### config.mk
export PLATFORM = sky130hd
export DESIGN_NAME = infix_to_postfix_converter
export DESIGN_NICKNAME = d
export VERILOG_FILES = /design/src/rtl/core/i2p_pkg.sv /design/src/rtl/core/i2p_ram.sv /design/src/rtl/core/infix_to_postfix_converter.sv
export SDC_FILE = /design/constraint.sdc
export NUM_CORES = 1
export LEC_CHECK = 0
export ABC_AREA = 1
export BUFFER_PORTS_ARGS = -buffer_cell sky130_fd_sc_hd__buf_2
export CAP_MARGIN = 15
export CELL_PAD_IN_SITES_DETAIL_PLACEMENT = 1
export CELL_PAD_IN_SITES_GLOBAL_PLACEMENT = 2
export CORE_ASPECT_RATIO = 1.2
export CORE_MARGIN = 4
export CORE_UTILIZATION = 45
export DETAILED_ROUTE_END_ITERATION = 10
export PLACE_DENSITY = 0.9
export SYNTH_ARGS = -nofsm -noshare
export SYNTH_HDL_FRONTEND = slang
export SYNTH_SLANG_ARGS = --single-unit
### constraint.sdc
create_clock -name clk -period 13.2 [get_ports clk]
set_input_delay 1.32 -clock clk [delete_from_list [all_inputs] [get_ports clk]]
set_output_delay 1.32 -clock clk [all_outputs]
set_load 0.005 [all_outputs]
### src/rtl/core/i2p_pkg.sv
`timescale 1ns / 1ps
// Shared types, character codes and precedence tables for the infix to postfix converter.
// No dependencies; imported by the converter top level.

package i2p_pkg;

	localparam int STACK_DEPTH_DEF = 32;

	// Character codes with a role in the grammar
	localparam logic [7:0] CH_HASH   = 8'h23;
	localparam logic [7:0] CH_DOLLAR = 8'h24;
	localparam logic [7:0] CH_LPAREN = 8'h28;
	localparam logic [7:0] CH_RPAREN = 8'h29;
	localparam logic [7:0] CH_STAR   = 8'h2A;
	localparam logic [7:0] CH_PLUS   = 8'h2B;
	localparam logic [7:0] CH_MINUS  = 8'h2D;
	localparam logic [7:0] CH_SLASH  = 8'h2F;
	localparam logic [7:0] CH_CARET  = 8'h5E;
	localparam logic [7:0] CH_NUL    = 8'h00;

	typedef logic signed [4:0] prec_t;

	localparam prec_t PREC_NONE     = -5'sd1;
	localparam prec_t PREC_ZERO     = 5'sd0;
	localparam prec_t PREC_ADD_IN   = 5'sd1;
	localparam prec_t PREC_ADD_STK  = 5'sd2;
	localparam prec_t PREC_MUL_IN   = 5'sd3;
	localparam prec_t PREC_MUL_STK  = 5'sd4;
	localparam prec_t PREC_POW_STK  = 5'sd5;
	localparam prec_t PREC_POW_IN   = 5'sd6;
	localparam prec_t PREC_OPND_IN  = 5'sd7;
	localparam prec_t PREC_OPND_STK = 5'sd8;
	localparam prec_t PREC_LPAR_IN  = 5'sd9;

	typedef struct packed {
		logic [7:0] symbol;
		logic       expr_last;
	} item_t;

	typedef struct packed {
		logic [7:0] out_char;
		logic       run_last;
		logic       expr_done;
		logic       overflow;
	} result_t;

	typedef enum logic [1:0] {
		ST_IDLE,
		ST_EVAL,
		ST_FLUSH,
		ST_TERM
	} state_t;

	function automatic prec_t prec_in(input logic [7:0] c);
		prec_t p;
		case (c)
			CH_PLUS, CH_MINUS:  p = PREC_ADD_IN;
			CH_STAR, CH_SLASH:  p = PREC_MUL_IN;
			CH_CARET, CH_DOLLAR: p = PREC_POW_IN;
			CH_LPAREN:          p = PREC_LPAR_IN;
			CH_RPAREN:          p = PREC_ZERO;
			default:            p = PREC_OPND_IN;
		endcase
		return p;
	endfunction

	function automatic prec_t prec_stack(input logic [7:0] c);
		prec_t p;
		case (c)
			CH_PLUS, CH_MINUS:  p = PREC_ADD_STK;
			CH_STAR, CH_SLASH:  p = PREC_MUL_STK;
			CH_CARET, CH_DOLLAR: p = PREC_POW_STK;
			CH_LPAREN:          p = PREC_ZERO;
			CH_HASH:            p = PREC_NONE;
			default:            p = PREC_OPND_STK;
		endcase
		return p;
	endfunction

endpackage

### src/rtl/core/i2p_ram.sv
`timescale 1ns / 1ps
// Generic single-clock RAM, one write port and one read port, registered read data.
// No dependencies.

module i2p_ram #(
	parameter int WIDTH = 8,
	parameter int DEPTH = 32
) (
	input  logic                     clk,
	input  logic                     we,
	input  logic [$clog2(DEPTH)-1:0] waddr,
	input  logic [WIDTH-1:0]         wdata,
	input  logic                     re,
	input  logic [$clog2(DEPTH)-1:0] raddr,
	output logic [WIDTH-1:0]         rdata
);

	logic [WIDTH-1:0] mem_q [DEPTH];

	always_ff @(posedge clk) begin
		if (we) begin
			mem_q[waddr] <= wdata;
		end
		if (re) begin
			rdata <= mem_q[raddr];
		end
	end

endmodule

### src/rtl/core/infix_to_postfix_converter.sv
`timescale 1ns / 1ps
// Infix to postfix converter, top level: shunting-yard sequencer around a stack RAM.
// Depends on i2p_pkg and i2p_ram.

// One infix character is taken per item transfer; the postfix characters it
// releases leave as result transfers, the last of them flagged run_last. An
// item with expr_last set also flushes the symbols left on the stack and then
// the NUL terminator (expr_done): the terminator is first queued, then handed
// out, after which the stack is empty again. The stack RAM allows one pop per
// cycle while the result side is not stalled, the symbol below the top being
// read while the current top is handed out. A push onto a full stack
// (STACK_DEPTH-2 symbols) is dropped and raises the overflow bit, which stays
// set until reset. No clearing pass is needed after reset: the sentinel slot
// is implicit and only slots that were pushed are ever read back.

module infix_to_postfix_converter #(
	parameter int STACK_DEPTH = i2p_pkg::STACK_DEPTH_DEF
) (
	input  logic              clk,
	input  logic              arst_n,
	input  logic              item_valid,
	output logic              item_stall,
	input  i2p_pkg::item_t    item,
	output logic              result_valid,
	input  logic              result_stall,
	output i2p_pkg::result_t  result
);

	import i2p_pkg::*;

	localparam int SP_W = $clog2(STACK_DEPTH);
	localparam logic [SP_W-1:0] SP_MAX = SP_W'(STACK_DEPTH - 2);
	localparam logic [SP_W-1:0] SP_ONE = SP_W'(1);

	state_t          state_q, state_d;
	logic [SP_W-1:0] sp_q, sp_d;       // index of top slot, 0 = sentinel
	logic [7:0]      top_q, top_d;     // top symbol after a push
	logic            fresh_q, fresh_d; // top comes from RAM read data
	logic            ovf_q, ovf_d;
	logic [7:0]      sym_q;
	logic            last_q;

	// one-deep holding stage: an emitted char waits here until we know
	// whether another follows it in the same run
	logic            pend_vq, pend_vd;
	logic [7:0]      pend_char_q, pend_char_d;
	logic            pend_done_q, pend_done_d;

	logic            res_vq, res_vd;
	result_t         res_q, res_d;

	logic            ram_we, ram_re;
	logic [SP_W-1:0] ram_waddr, ram_raddr;
	logic [7:0]      ram_wdata, ram_rdata;

	logic [7:0]      top_cur;
	prec_t           pin, pst;
	logic            ofree;
	logic            send, send_last;

	i2p_ram #(
		.WIDTH (8),
		.DEPTH (STACK_DEPTH)
	) u_stack (
		.clk   (clk),
		.we    (ram_we),
		.waddr (ram_waddr),
		.wdata (ram_wdata),
		.re    (ram_re),
		.raddr (ram_raddr),
		.rdata (ram_rdata)
	);

	assign top_cur = (sp_q == '0) ? CH_HASH : (fresh_q ? ram_rdata : top_q);
	assign pin     = prec_in(sym_q);
	assign pst     = prec_stack(top_cur);
	assign ofree   = !res_vq || !result_stall;

	assign item_stall   = (state_q != ST_IDLE);
	assign result_valid = res_vq;
	assign result       = res_q;

	always_ff @(posedge clk or negedge arst_n) begin
		if (!arst_n) begin
			state_q <= ST_IDLE;
			sp_q    <= '0;
			fresh_q <= 1'b0;
			ovf_q   <= 1'b0;
			pend_vq <= 1'b0;
			res_vq  <= 1'b0;
		end else begin
			state_q <= state_d;
			sp_q    <= sp_d;
			fresh_q <= fresh_d;
			ovf_q   <= ovf_d;
			pend_vq <= pend_vd;
			res_vq  <= res_vd;
		end
	end

	always_ff @(posedge clk) begin
		top_q       <= top_d;
		pend_char_q <= pend_char_d;
		pend_done_q <= pend_done_d;
		res_q       <= res_d;
		if (item_valid && !item_stall) begin
			sym_q  <= item.symbol;
			last_q <= item.expr_last;
		end
	end

	always_comb begin
		state_d     = state_q;
		sp_d        = sp_q;
		top_d       = top_q;
		fresh_d     = fresh_q;
		ovf_d       = ovf_q;
		pend_vd     = pend_vq;
		pend_char_d = pend_char_q;
		pend_done_d = pend_done_q;
		ram_we      = 1'b0;
		ram_waddr   = sp_q + SP_ONE;
		ram_wdata   = sym_q;
		ram_re      = 1'b0;
		ram_raddr   = sp_q - SP_ONE;
		send        = 1'b0;
		send_last   = 1'b0;

		case (state_q)
			ST_IDLE: begin
				if (item_valid) begin
					state_d = ST_EVAL;
				end
			end
			ST_EVAL: begin
				if (sp_q != '0 && pst > pin) begin
					// pop and emit the top; fetch the slot below
					if (!pend_vq || ofree) begin
						send        = pend_vq;
						pend_vd     = 1'b1;
						pend_char_d = top_cur;
						pend_done_d = 1'b0;
						sp_d        = sp_q - SP_ONE;
						ram_re      = (sp_q > SP_ONE);
						fresh_d     = 1'b1;
					end
				end else if (!(pend_vq && !last_q) || ofree) begin
					if (pst == pin) begin
						// ')' meets '(': drop both
						sp_d    = sp_q - SP_ONE;
						ram_re  = (sp_q > SP_ONE);
						fresh_d = 1'b1;
					end else if (sp_q >= SP_MAX) begin
						ovf_d = 1'b1;
					end else begin
						ram_we  = 1'b1;
						top_d   = sym_q;
						fresh_d = 1'b0;
						sp_d    = sp_q + SP_ONE;
					end
					if (last_q) begin
						state_d = ST_FLUSH;
					end else begin
						send      = pend_vq;
						send_last = 1'b1;
						pend_vd   = 1'b0;
						state_d   = ST_IDLE;
					end
				end
			end
			ST_FLUSH: begin
				if (!pend_vq || ofree) begin
					send        = pend_vq;
					pend_vd     = 1'b1;
					if (sp_q != '0 && top_cur != CH_HASH) begin
						pend_char_d = top_cur;
						pend_done_d = 1'b0;
						sp_d        = sp_q - SP_ONE;
						ram_re      = (sp_q > SP_ONE);
						fresh_d     = 1'b1;
					end else begin
						// stacked '#' or sentinel: drop the rest, queue terminator
						pend_char_d = CH_NUL;
						pend_done_d = 1'b1;
						sp_d        = '0;
						state_d     = ST_TERM;
					end
				end
			end
			ST_TERM: begin
				if (ofree) begin
					send      = 1'b1;
					send_last = 1'b1;
					pend_vd   = 1'b0;
					state_d   = ST_IDLE;
				end
			end
			default: begin
				state_d = ST_IDLE;
			end
		endcase

		res_vd = res_vq && result_stall;
		res_d  = res_q;
		if (send) begin
			res_vd          = 1'b1;
			res_d.out_char  = pend_char_q;
			res_d.run_last  = send_last;
			res_d.expr_done = pend_done_q;
			res_d.overflow  = ovf_d;
		end
	end

	// stack never grows past its usable depth
	assert property (@(posedge clk) disable iff (!arst_n) sp_q <= SP_MAX)
		else $error("stack pointer beyond usable depth");

	// nothing left in the holding stage when a new item can be taken
	assert property (@(posedge clk) disable iff (!arst_n) state_q == ST_IDLE |-> !pend_vq)
		else $error("pending char left over at item boundary");

	// pushes and pops never touch the RAM in the same cycle
	assert property (@(posedge clk) disable iff (!arst_n) !(ram_we && ram_re))
		else $error("stack RAM read and write in one cycle");

	// terminator always closes the run
	assert property (@(posedge clk) disable iff (!arst_n)
		result_valid && result.expr_done |-> result.run_last)
		else $error("terminator without run_last");

	// stack is empty once an expression is closed
	assert property (@(posedge clk) disable iff (!arst_n)
		state_q == ST_TERM |=> sp_q == '0)
		else $error("stack not reset after terminator");

endmodule

-- Yosys cells after proc, flatten, opt, wreduce, memory -nomap -nowiden
Memory sizes are Yosys's and may differ from the RTL's. A register that Yosys moved wholly into a read port is not among the register bits.
Cells that the tools add are included.
- order comparisons: 3
- equality and inequality tests: 34
- bitwise logic cells: 3
- mux-type cells: 74
- add/sub/neg operators: 2
- reductions and logical operators: 32
- operator list (cell ; count):
    $eq A8 B6 Y1 const B ; 14
    $mux W8 ; 6
    $mux W1 ; 43
    $mux W5 ; 7
    $pmux W5 S5 ; 1
    $pmux W4 S5 ; 1
    $ne A2 B2 Y1 const B ; 9
    $eq A8 B7 Y1 const B ; 2
    $pmux W8 S2 ; 1
    $mux W2 ; 7
    $reduce_and A6 Y1 ; 2
    $reduce_or A2 Y1 ; 6
    $pmux W5 S2 ; 1
    $reduce_and A5 Y1 ; 2
    $ne A3 B3 Y1 const B ; 3
    $ne A8 B6 Y1 const B ; 1
    $pmux W1 S2 ; 4
    $pmux W2 S4 ; 1
    $reduce_and A4 Y1 ; 2
    $logic_not A1 Y1 ; 6
    $pmux W1 S3 ; 2
    $add A5 B1 Y5 const B ; 1
    $eq A5 B5 Y1 ; 1
    $ge A5 B5 Y1 const B ; 1
    14 further kinds ; 24
- memories: 1
- output and inout port bits: 13
- bits in writable memories: 256
- bits in registers: 48
- input port bits: 13
- memories (memory ; words ; width ; read ports ; clocked after memory_dff ; write ports ; RTL line ; text):
    u_stack.mem_q ; 32 ; 8 ; 1 ; 1 ; 1 ; i2p_ram.sv:18 ; logic [WIDTH-1:0] mem_q [DEPTH];

-- Logic depth before layout (Yosys ltp)
Gate-level depths: netlist of run 1.
- depth in word-level cells: 12
- gate-level depth with buffers: 29
- gate-level depth less buffers: 26

-- By module
A second synthesis of run 1 with hierarchy kept.
- cell total of the unflattened synthesis: 1289
- area total of the unflattened synthesis: 14010.9 um^2
- by module, submodules not included (module ; cells each ; area an instance (um^2) ; instances):
    i2p_ram ; 922 ; 10866.7 ; 1
    infix_to_postfix_converter ; 367 ; 3144.3 ; 1

-- Least setup slack after synthesis of run 1
OpenSTA, ideal clock, no wires.
- path type: reg2reg
- start: reg sp_q[0]
- end: mem u_stack.mem_q[12][0], enable pin
- data required time: 12830 ps
- path slack: 8776 ps
- cell stages (with the launch flop): 24
- buffers on the path: 3
- arrival time: 4054 ps
- setup time: 370 ps
- cell sequence: dfrtp_1 > inv_1 > clkbuf_1 > clkbuf_1 > ha_1 > inv_1 > nor2_1 > nand2_1 > buf_4 > nand2_1 > nand2_1 > nor2_1 > nand2_1 > nand2_1 > ha_1 > a21oi_1 > o21ai_0 > nand2_1 > nand2_1 > nand2_2 > nand2_2 > nor3_4 > nand2_1 > nor2_1
- word-level cells in the longest chain between the ends: 12
- elaborated cells on any way between the ends: 27
- RTL lines (element ; RTL line ; text):
    from (decl) ; infix_to_postfix_converter.sv:36 ; logic [SP_W-1:0] sp_q, sp_d;
    from (signal assigned) ; infix_to_postfix_converter.sv:93 ; sp_q <= sp_d;
    parallel branches: the longest is 12 deep, another holds $gt A5 B5 Y1 ; -- ;
    to (decl) ; i2p_ram.sv:18 ;
Several ways; the timed one is not identified.

-- Worst setup path in the final report of run 1
- start: reg sp_q[0]
- end: mem u_stack.mem_q[18][7], enable pin
The elaborated chain is that of the path after synthesis.

==> results of run 1 <==
## metal layers
metal / up-vias / global-route usage
met5: - / 0
met2: 314 / 0.3758
li1: 4013 / -
met1: 4407 / 0.2964
met4: 0 / 0.07707
met3: 65 / 0.03462
## worst max-delay path, cell delays in order (launching register included)
cell and delay, ns:
dfrtp_4 0.83, clkinv_2 0.39, ha_1 0.34, inv_1 0.06, nor2_1 0.03, nand2_1 0.31
nand2_1 0.17, nand2_1 0.14, nor2_4 0.06, nand2_1 0.06, nand2_1 0.08, nor2_2 0.20
nand2_1 0.08, ha_1 0.30, a21oi_1 0.14, o21ai_0 0.09, nand2_1 0.10, nand2_1 0.10
nand2_2 0.12, nand2_2 0.11, nor3_4 0.53, nand2_2 0.42, nor2_1 0.72
## cell families (layout without fill, tap and decap cells)
group / count (synthesis) / in the layout
fa+ha+maj: 13 / 13
compound gates: 270 / 270
simple gates: 388 / 388
xor+xnor: 5 / 5
flops: 312 / 312
buf+inv: 113 / 151
## cell type report
type | instances | area, um2
well taps | 385 | 481.7
fillers | 3018 | 14190
multi-input cells | 676 | 3369
clock buffers | 37 | 798.3
repair buffers | 40 | 237.7
clock inverters | 16 | 141.4
inverters | 58 | 219.0
flip-flops and latches | 312 | 9318
## layout by cell type (no fill, tap or decap), drive strengths merged, types with 2 or more instances in the layout
cell	instances
o21ai	161
nand3	30
ha	13
bufinv	2
nand2	121
a21oi	7
clkbuf	37
o211ai	24
clkinvlp	2
inv	57
o31ai	2
xor2	4
o22ai	40
dfrtp	11
o221ai	24
nor3	7
edfxtp	301
nand4	3
buf	40
nor4	3
nor2	221
or2	2
a31oi	8
clkinv	13
## flip-flops by register name, summed over array words and instances (netlist names), named ones only
signal and count:
result_valid 1, ram_wdata 8, pend_vq 1, ovf_q 1, pend_done_q 1, u_stack.rdata 8, result 11, pend_char_q 8
u_stack.mem_q 256, fresh_q 1, sp_q 5, state_q 1, top_q 8, last_q 1
## worst paths after layout
| path | slack [ns] | to | start |
|---|---|---|---|
| worst min register to register | 0.42 | result[4] | pend_char_q[1] |
| min in group asynchronous | 0.63 | state_q[0] | arst_n |
| max in group asynchronous | 12.31 | sp_q[0] | arst_n |
| worst max-delay path | 7.44 | u_stack.mem_q[18][7] | sp_q[0] |
| worst max register to register | 7.44 | u_stack.mem_q[18][7] | sp_q[0] |
| worst min-delay path | 0.42 | result[4] | pend_char_q[1] |
## power by group through the flow
stage	registers (mW)	clock network (mW)	logic, mW
after floorplan	1.31	0	0.993
after global placement	1.33	0	1.47
after detailed placement	1.33	0	1.51
after CTS	1.31	0.845	1.52
after global routing	1.32	0.889	1.68
final	1.31	0.831	1.52
==> results.py, run 1 <==
metrics = {
    "timing": {
        "fin_crit_ns": 5.758,
        "worstMarginPinSlew_ns": 1.113,
        "finClkSkew_ns": 0.02067,
        "drv_slew": 0,
        "max_freq_mhz": 173.7,
        "tns_ns": 0,
        "layout_setup_ws_ns": 7.442,
        "rsz0062_at_grt": "false",
        "finalCritPeriodShare": 0.4362,
        "hold_viol_final": 0,
        "fin_hold_ws_ns": 0.4235,
        "slew-limit-headroom": 0.2579,
        "setup_viol": 0,
    },
    "detailed_routing": {
        "vias": 8799,
        "final_antenna_net_count": 0,
        "wirelength_um": 35460,
        "drc": 0,
        "drtIter0Drc": 795,
        "met2RoutedLength_um": 17610,
        "drt_first_pass_iters": 8,
        "wl_met3_um": 2007,
        "highest_layer": "met4",
        "wl_per_cell_um": 23.27,
        "vias_per_cell": 5.774,
        "met1_length_um": 14690,
    },
    "clock_tree": {
        "cts_sinks": 312,
        "cts_buffer_depth": 3,
        "cts_tree": "built",
        "cts_hold_buf": 0,
        "htreeDepth": 1,
        "numCtsBuffers": 30,
        "root_buffer": "clkbuf_16",
        "clkTransAtPathRegs_ns": 0.07,
        "clock_latency_ns": 0.57,
        "cts_setup_buffers": 0,
        "cts_resized": 0,
    },
    "run_status": {
        "status": "finished clean",
    },
    "critical_path": {
        "worst-setup-path-type": "reg2reg",
        "cp-end-kind": "flip-flop",
        "crit_path_start_kind": "flip-flop",
        "cp_max_fo": 67,
        "reg2reg_depth": 22,
        "required_ns": 13.39,
        "cp_data_arrival_time_ns": 5.95,
    },
    "yosys": {
        "synth.largest_area_cell": "edfxtp_1",
        "synth_edf_count": 301,
        "ys_seq_area_frac": 0.7099,
        "synth.ff_latch_count": 312,
        "synth_area_leaders": "edfxtp_1 69%, nor2_1 6.2%, o21ai_0 6.1%",
        "synthMuxAreaShare": 0,
        "synthFlopType": "edfxtp_1",
        "synthesis.area_um2": 13120,
        "async_flop_share": 0.03526,
        "synth_commonest_cells": "301 x edfxtp_1, 218 x nor2_1, 159 x o21ai_0",
        "netlist_instances": 1101,
        "synth-xor-area-share": 0.003338,
        "syn_area_per_cell_um2": 11.92,
        "synthAdderAreaFrac": 0.01240,
        "synth_top_family_by_area": "simple AND/OR/NAND/NOR gates",
        "synth-compound-area-share": 0.1204,
        "synth_cell_types": 38,
        "synth_nets": 1127,
        "synthMostInstantiatedCell": "edfxtp_1",
        "synthSimpleGateAreaFrac": 0.1206,
        "yosysWarningCount": 0,
        "yosysTopAreaCellShare": 0.6889,
    },
    "die": {
        "die_h_um": 195.1,
        "die_w_um": 163.9,
        "design.core.area_um2": 28760,
        "initial_core_util": 0.4562,
        "die-area_um2": 31960,
        "ioPinCount": 26,
        "rows": 68,
    },
    "power_and_ir_drop": {
        "seqPwrFrac": 0.358,
        "power_frac_comb": 0.415,
        "power_per_cell_area_nw_per_um2": 251.1,
        "total_power_mw": 3.657,
        "vdd.ir_drop.worst_uv": 158.2,
        "intPower_mw": 2.122,
        "swShare": 0.4197,
        "clkPwrFrac": 0.227,
        "p_sw_mw": 1.535,
        "p_leak_nw": 4.996,
    },
    "place": {
        "hpwl_um": 22010,
        "placed_cell_area_um2": 13630,
        "io_buffers": 25,
        "dpl_worst_slack_ns": 7.452,
        "place_congestion": 0.8200,
        "dp_cells": 1471,
    },
    "global_routing": {
        "first_global_vias": 9227,
        "gr-total-overflow": 0,
        "grt_first_pass_wirelength_um": 54480,
        "grt_max_degree": 116,
        "grt_antenna_before_repair": 0,
        "grt_usage": 0.2233,
    },
    "layout": {
        "area_delta_synth_final_pct": 11.01,
        "n_antenna_cell": 0,
        "final_area_um2": 14570,
        "nNetsFinal": 1144,
        "drive_gt1_frac": 0.09043,
        "finalNonFillerCells": 1524,
        "utilization": 0.5065,
    },
    "job": {
        "max-cap-violations": 0,
    },
    "worst_hold_path": {
        "hold_depth": 0,
        "hp-class": "reg2reg",
    },
}
Note: power is estimated with default switching activity, not from simulation.
==> inputs of run 2 (changes only) <==
- CORE_UTILIZATION: 45 -> 43
- PLACE_DENSITY: 0.9 -> 0.87
- clock period: 13.2 -> 5.47 ns (I/O delays scaled with it)
==> run 2 against run 1 <==
Worst setup slack got worse by 6.7 ns. Sequential cell count did not move. Highest routed layer unchanged. Critical path type unchanged. Clock skew is 0.0056 ns lower. Power up 150%. Worst hold slack worse by 0.26 ns. Non-clock buffer count increased by 7.
==> results.py, run 2 (same netlist as run 1, synthesis figures left out) <==
metrics = {
    "run_status": {
        "status": "finished clean",
    },
    "layout": {
        "fill_cells": 3130,
        "area_delta_synth_final_pct": 12.09,
        "final_common_cell": "edfxtp_1",
        "final_area_um2": 14710,
        "drive_gt1_frac": 0.09669,
        "regArea_um2": 9318,
        "n_antenna_cell": 0,
        "nNetsFinal": 1152,
        "layout_common_cells": "301 x edfxtp_1, 218 x nor2_1, 159 x o21ai_0",
        "multi_input_area_um2": 3372,
        "largest_register_ffs": 256,
        "regMostFlops": "u_stack.mem_q",
    },
    "global_routing": {
        "grt_usage": 0.2204,
        "grt_first_pass_wirelength_um": 56090,
        "first_global_vias": 9240,
        "gr-total-overflow": 0,
        "grt_max_degree": 116,
        "grt_antenna_before_repair": 0,
        "use_met1": 0.2776,
        "top_usage_layer": "met2",
        "grt_use_met2": 0.3974,
        "grt_util_met3": 0.02097,
    },
    "critical_path": {
        "cp_data_arrival_time_ns": 4.94,
        "crit_start": "sp_q[0]",
        "cp_max_fo": 19,
        "crit_slowest_cell": "nor2_1",
        "critPathMaxStageDelay_ns": 0.65,
        "path_cells": "clkinv_2 -> ha_2 -> inv_1 -> nor2_1 -> nand2_1 -> nand2_1 -> nand2_1 -> nor2_4 -> nand2_1 -> nand2_1 -> nor2_2 -> nand2_1 -> ha_1 -> a21oi_1 -> o21ai_0 -> nand2_1 -> nand2_1 -> nand2_2 -> nand2_2 -> nor3_4 -> nand2_2 -> nor2_1",
        "r2r-end": "u_stack.mem_q[23][5]",
        "r2r_start": "sp_q[0]",
        "reg2reg_setup_slack_ns": 0.72,
        "worst-setup-path-type": "reg2reg",
        "path_common_cell": "nand2_1",
        "required_ns": 5.66,
        "reg2reg_depth": 22,
        "cp-end-kind": "flip-flop",
        "crit_path_start_kind": "flip-flop",
        "crit_end": "u_stack.mem_q[23][5]",
    },
    "power_and_ir_drop": {
        "power_per_cell_area_nw_per_um2": 615.7,
        "vdd.ir_drop.worst_uv": 396.4,
        "p_leak_nw": 5.056,
    },
    "die": {
        "die_w_um": 167.5,
        "rows": 69,
        "design.core.area_um2": 29870,
        "die-area_um2": 33380,
        "ioPinCount": 26,
        "die_h_um": 199.3,
        "initial_core_util": 0.4392,
    },
    "clock_tree": {
        "root_buffer": "clkbuf_16",
        "cts_buffer_depth": 3,
        "clock_latency_ns": 0.57,
        "clkTransAtPathRegs_ns": 0.06,
        "htreeDepth": 1,
        "cts_sinks": 312,
        "numCtsBuffers": 31,
        "cts_tree": "built",
        "cts_resized": 0,
    },
    "timing": {
        "rsz0062_at_grt": "false",
        "finClkSkew_ns": 0.01503,
        "hold_viol_final": 0,
        "worstMarginPinSlew_ns": 1.122,
        "max_freq_mhz": 210.7,
        "drv_slew": 0,
        "setup_viol": 0,
        "tns_ns": 0,
        "slew-limit-headroom": 0.2523,
        "fin_crit_ns": 4.747,
        "finalCritPeriodShare": 0.8678,
    },
    "detailed_routing": {
        "wirelength_um": 37180,
        "wl_per_cell_um": 24.18,
        "drt_first_pass_iters": 7,
        "vias": 8798,
        "drc": 0,
        "vias_per_cell": 5.720,
        "drtIter0Drc": 746,
        "final_antenna_net_count": 0,
    },
    "place": {
        "placed_cell_area_um2": 13680,
        "hpwl_um": 24690,
        "place_congestion": 0.8518,
        "io_buffers": 25,
    },
    "job": {
        "max-cap-violations": 0,
    },
    "worst_hold_path": {
        "hp-class": "in2reg",
    },
}
## run 2: worst min-delay path by stage
| stage | from | end | cells after the start |
|---|---|---|---|
| 6_report | item[7] | ram_wdata[6] | 1 |
| 5_1_grt | item[4] | ram_wdata[3] | 1 |
| 4_1_cts | item[0] | last_q | 1 |
| 3_5_place_dp | pend_done_q | result[1] | 0 |
| 3_3_place_gp | pend_char_q[6] | result[9] | 0 |
| 2_1_floorplan | arst_n | asynchronous set/reset pin | 0 |
## run 2: critical path: cells and delay by family, from the launching register on
| kind | cells | cell delay, ns |
|---|---|---|
| flip-flops | 1 | 0.41 |
| AO/OA/AOI/OAI | 2 | 0.26 |
| buffers and inverters | 2 | 0.27 |
| adder cells (fa/ha/maj) | 2 | 0.59 |
| AND/OR/NAND/NOR | 16 | 2.85 |
## run 2: cell type report
class,instances,area share
sequential,312,0.6336
multi-input combinational,676,0.2293
clock buffer,39,0.05479
tap,390,0.03318
timing repair buffer,47,0.01991
inverter,58,0.01489
clock inverter,16,0.01438
## run 2: timing repair
| action | 4_1_cts | 5_1_grt |
|---|---|---|
| hold buffers | 1 | 0 |
| setup buffers | 0 | 0 |
| endpoints found under the hold margin | 11 | 0 |
| endpoints found under the setup margin | 0 | 0 |
## run 2: stage by stage
| step | hold slack, ns | setup WS (ns) | utilization | cells | power (mW) |
|---|---|---|---|---|---|
| after detailed placement | 0.4083 | 0.7116 | 0.4579 | 1482 | 6.907 |
| after global routing | 0.1439 | 0.1717 | 0.4923 | 1538 | 9.563 |
| after floorplan | 0.2514 | 1.046 | - | 1101 | 5.550 |
| final | 0.1598 | 0.7233 | 0.4923 | 1538 | 9.055 |
| after global placement | 0.4037 | 0.9563 | 0.4577 | 1481 | 6.793 |
| after CTS | 0.1414 | 0.6962 | 0.4923 | 1538 | 9.075 |
## run 2: power by group
| part | switching [mW] | total (mW) | leakage [nW] | internal (mW) |
|---|---|---|---|---|
| clock | 0.887 | 2.16 | 0.483 | 1.27 |
| combinational | 2.75 | 3.77 | 1.73 | 1.02 |
| sequential | 0.138 | 3.13 | 2.85 | 2.99 |
## run 2: metal layers
metal / vias up / routed length [um]
li1: 4033 / -
met1: 4458 / 15180
met2: 231 / 19240
met5: - / 0
met4: 0 / 1360
met3: 76 / 1398
==> inputs of run 3 (changes only) <==
- PLACE_DENSITY: 0.87 -> 0.89
- SYNTH_HIERARCHICAL: not set -> 1
==> run 3 against run 2 <==
Combinational power rose by 18%. Synthesized area rose by 6.8%. Global-route usage fell by 1.3 points. Count of clock-buffer cells in the layout fell by 4. Worst hold slack improved by 0.0021 ns. Die area rose by 6.5%. Critical path depth rose by 2. First-iteration DRC count fell by 5.1%. Sequential share of layout area fell by 4.0 points. Sequential cell count did not move. Core utilization fell by 0.41 points. Critical path type unchanged. Largest power group unchanged.
==> results.py, run 3 <==
metrics = {
    "yosys": {
        "ys_seq_area_frac": 0.6648,
        "netlist_instances": 1289,
        "synth_cell_types": 42,
        "async_flop_share": 0.03526,
        "yosysWarningCount": 6,
        "synth_commonest_cells": "451 x nand2_1, 301 x edfxtp_1, 230 x nand3_1",
        "synth.ff_latch_count": 312,
        "synth.largest_area_cell": "edfxtp_1",
        "synthMostInstantiatedCell": "nand2_1",
        "synthesis.area_um2": 14010,
        "synth_area_leaders": "edfxtp_1 65%, nand2_1 12%, nand3_1 8.2%",
        "syn_area_per_cell_um2": 10.87,
        "synth_nets": 1315,
        "yosysTopAreaCellShare": 0.6451,
        "synthFlopType": "edfxtp_1",
        "synth_edf_count": 301,
    },
    "power_and_ir_drop": {
        "power_frac_comb": 0.450,
        "swShare": 0.4237,
        "power_per_cell_area_nw_per_um2": 630.3,
        "total_power_mw": 9.896,
        "clkPwrFrac": 0.236,
        "p_sw_mw": 4.194,
        "seqPwrFrac": 0.315,
        "intPower_mw": 5.703,
        "p_leak_nw": 6.158,
        "vdd.ir_drop.worst_uv": 270.9,
    },
    "detailed_routing": {
        "vias_per_cell": 5.395,
        "wl_per_cell_um": 21.18,
        "drt_first_pass_iters": 5,
        "drc": 0,
        "drtIter0Drc": 708,
        "final_antenna_net_count": 0,
        "vias": 9511,
        "wirelength_um": 37350,
    },
    "clock_tree": {
        "htreeDepth": 1,
        "root_buffer": "clkbuf_16",
        "cts_sinks": 312,
        "cts_buffer_depth": 3,
        "numCtsBuffers": 30,
        "cts_tree": "built",
        "clock_latency_ns": 0.56,
        "clkTransAtPathRegs_ns": 0.06,
    },
    "timing": {
        "max_freq_mhz": 205.0,
        "slew-limit-headroom": 0.2730,
        "hold_viol_final": 0,
        "setup_viol": 0,
        "finClkSkew_ns": 0.01336,
        "tns_ns": 0,
        "fin_crit_ns": 4.877,
        "finalCritPeriodShare": 0.8916,
        "layout_setup_ws_ns": 0.5927,
        "worstMarginPinSlew_ns": 1.091,
        "fin_hold_ws_ns": 0.1619,
        "rsz0062_at_grt": "false",
        "drv_slew": 0,
    },
    "critical_path": {
        "worst-setup-path-type": "reg2reg",
        "critPathMaxStageDelay_ns": 0.50,
        "required_ns": 5.66,
        "path_common_cell": "nor2_1",
        "cp-end-kind": "flip-flop",
        "crit_slowest_cell": "nor2_1",
        "cp_data_arrival_time_ns": 5.07,
        "crit_path_start_kind": "flip-flop",
        "cp_max_fo": 15,
        "path_cells": "inv_1 -> ha_1 -> inv_1 -> nor2_1 -> nand2_4 -> nand2_1 -> nand2_2 -> nor2_8 -> inv_2 -> nor2_2 -> nor2_4 -> inv_1 -> ha_1 -> nand2_1 -> nor2_1 -> a211o_1 -> nand2_2 -> nand2_2 -> nand2_4 -> nand3_1 -> nor2_1 -> nand3_1 -> buf_4 -> nor2_1",
    },
    "die": {
        "die_h_um": 205.7,
        "initial_core_util": 0.4357,
        "ioPinCount": 26,
        "rows": 72,
        "die_w_um": 172.8,
        "die-area_um2": 35550,
        "design.core.area_um2": 32160,
    },
    "layout": {
        "drive_gt1_frac": 0.1254,
        "largest_register_ffs": 256,
        "area_delta_synth_final_pct": 12.06,
        "layout_common_cells": "451 x nand2_1, 301 x edfxtp_1, 230 x nand3_1",
        "final_common_cell": "nand2_1",
        "regMostFlops": "u_stack/mem_q",
        "nNetsFinal": 1360,
        "n_antenna_cell": 0,
    },
    "run_status": {
        "status": "finished clean",
    },
    "global_routing": {
        "grt_max_degree": 104,
        "grt_antenna_before_repair": 0,
        "grt_first_pass_wirelength_um": 57400,
        "first_global_vias": 9872,
        "grt_usage": 0.2078,
        "gr-total-overflow": 0,
    },
    "worst_hold_path": {
        "hp-class": "in2reg",
    },
    "place": {
        "dpl_worst_slack_ns": 0.6598,
        "hpwl_um": 24620,
        "place_congestion": 0.8325,
        "io_buffers": 25,
    },
    "job": {
        "max-cap-violations": 0,
    },
}
run 3: routing by layer:
layer,routed length [um],global-route usage,share of wire
met1,15470,0.2582,0.41
met5,0,0,0
met3,1425,0.02499,0.038
met4,1001,0.06216,0.027
met2,19450,0.3832,0.52
run 3: area by class of cell:
cell class | instances | area [um2]
clock buffers | 35 | 790.8
multi-input cells | 850 | 3984
fillers | 3439 | 16460
well taps | 407 | 509.2
inverters | 71 | 270.3
clock inverters | 19 | 330.3
repair buffers | 69 | 503.0
flip-flops and latches | 312 | 9314
run 3: kinds of logic after synthesis:
family | count (synthesis) | synth area share
xor+xnor | 5 | 0.003125
fa+ha+maj | 13 | 0.01161
buf+inv | 127 | 0.05090
simple gates | 805 | 0.2574
compound gates | 27 | 0.01224
flops | 312 | 0.6648
run 3: power groups by stage:
stage	logic (mW)	registers, mW	clock network [mW]
3_3_place_gp	4.24	3.16	0
5_1_grt	4.92	3.14	2.48
2_1_floorplan	3.08	3.17	0
4_1_cts	4.38	3.12	2.37
6_report	4.45	3.11	2.33
3_5_place_dp	4.34	3.17	0
run 3: metrics by stage:
step	util	cell area, um2	std cells
after floorplan	-	14010	1289
after global placement	0.4509	14500	1705
after detailed placement	0.4509	14500	1705
after CTS	0.4861	15630	1760
after global routing	0.4882	15700	1763
final	0.4882	15700	1763
run 3: final timing paths:
kind | from | endpoint | depth (start not counted) | slack, ns
max | sp_q[1] | u_stack/mem_q[8][3] | 24 | 0.59
min | item[5] | ram_wdata[4] | 1 | 0.16
max reg2reg | sp_q[1] | u_stack/mem_q[8][3] | 24 | 0.59
min reg2reg | pend_char_q[5] | result[8] | 0 | 0.42
max in group asynchronous | arst_n | sp_q[3] | 2 | 4.81
min in group asynchronous | arst_n | pend_vq | 2 | 0.41
run 3: repair_timing:
| action | 4_1_cts | 5_1_grt |
|---|---|---|
| hold endpoints to repair | 11 | 0 |
| gates resized for setup | 0 | 0 |
| endpoints found under the setup margin | 0 | 0 |
| setup buffers | 0 | 0 |
| hold buffers | 1 | 0 |
run 3: worst max-delay path: cells and delay by family, from the launching register on:
family          cells  cell delay [ns]
fa+ha+maj           2             0.39
compound gates      1             0.23
flops               1             0.44
simple gates       16             2.87
buf+inv             5             0.56
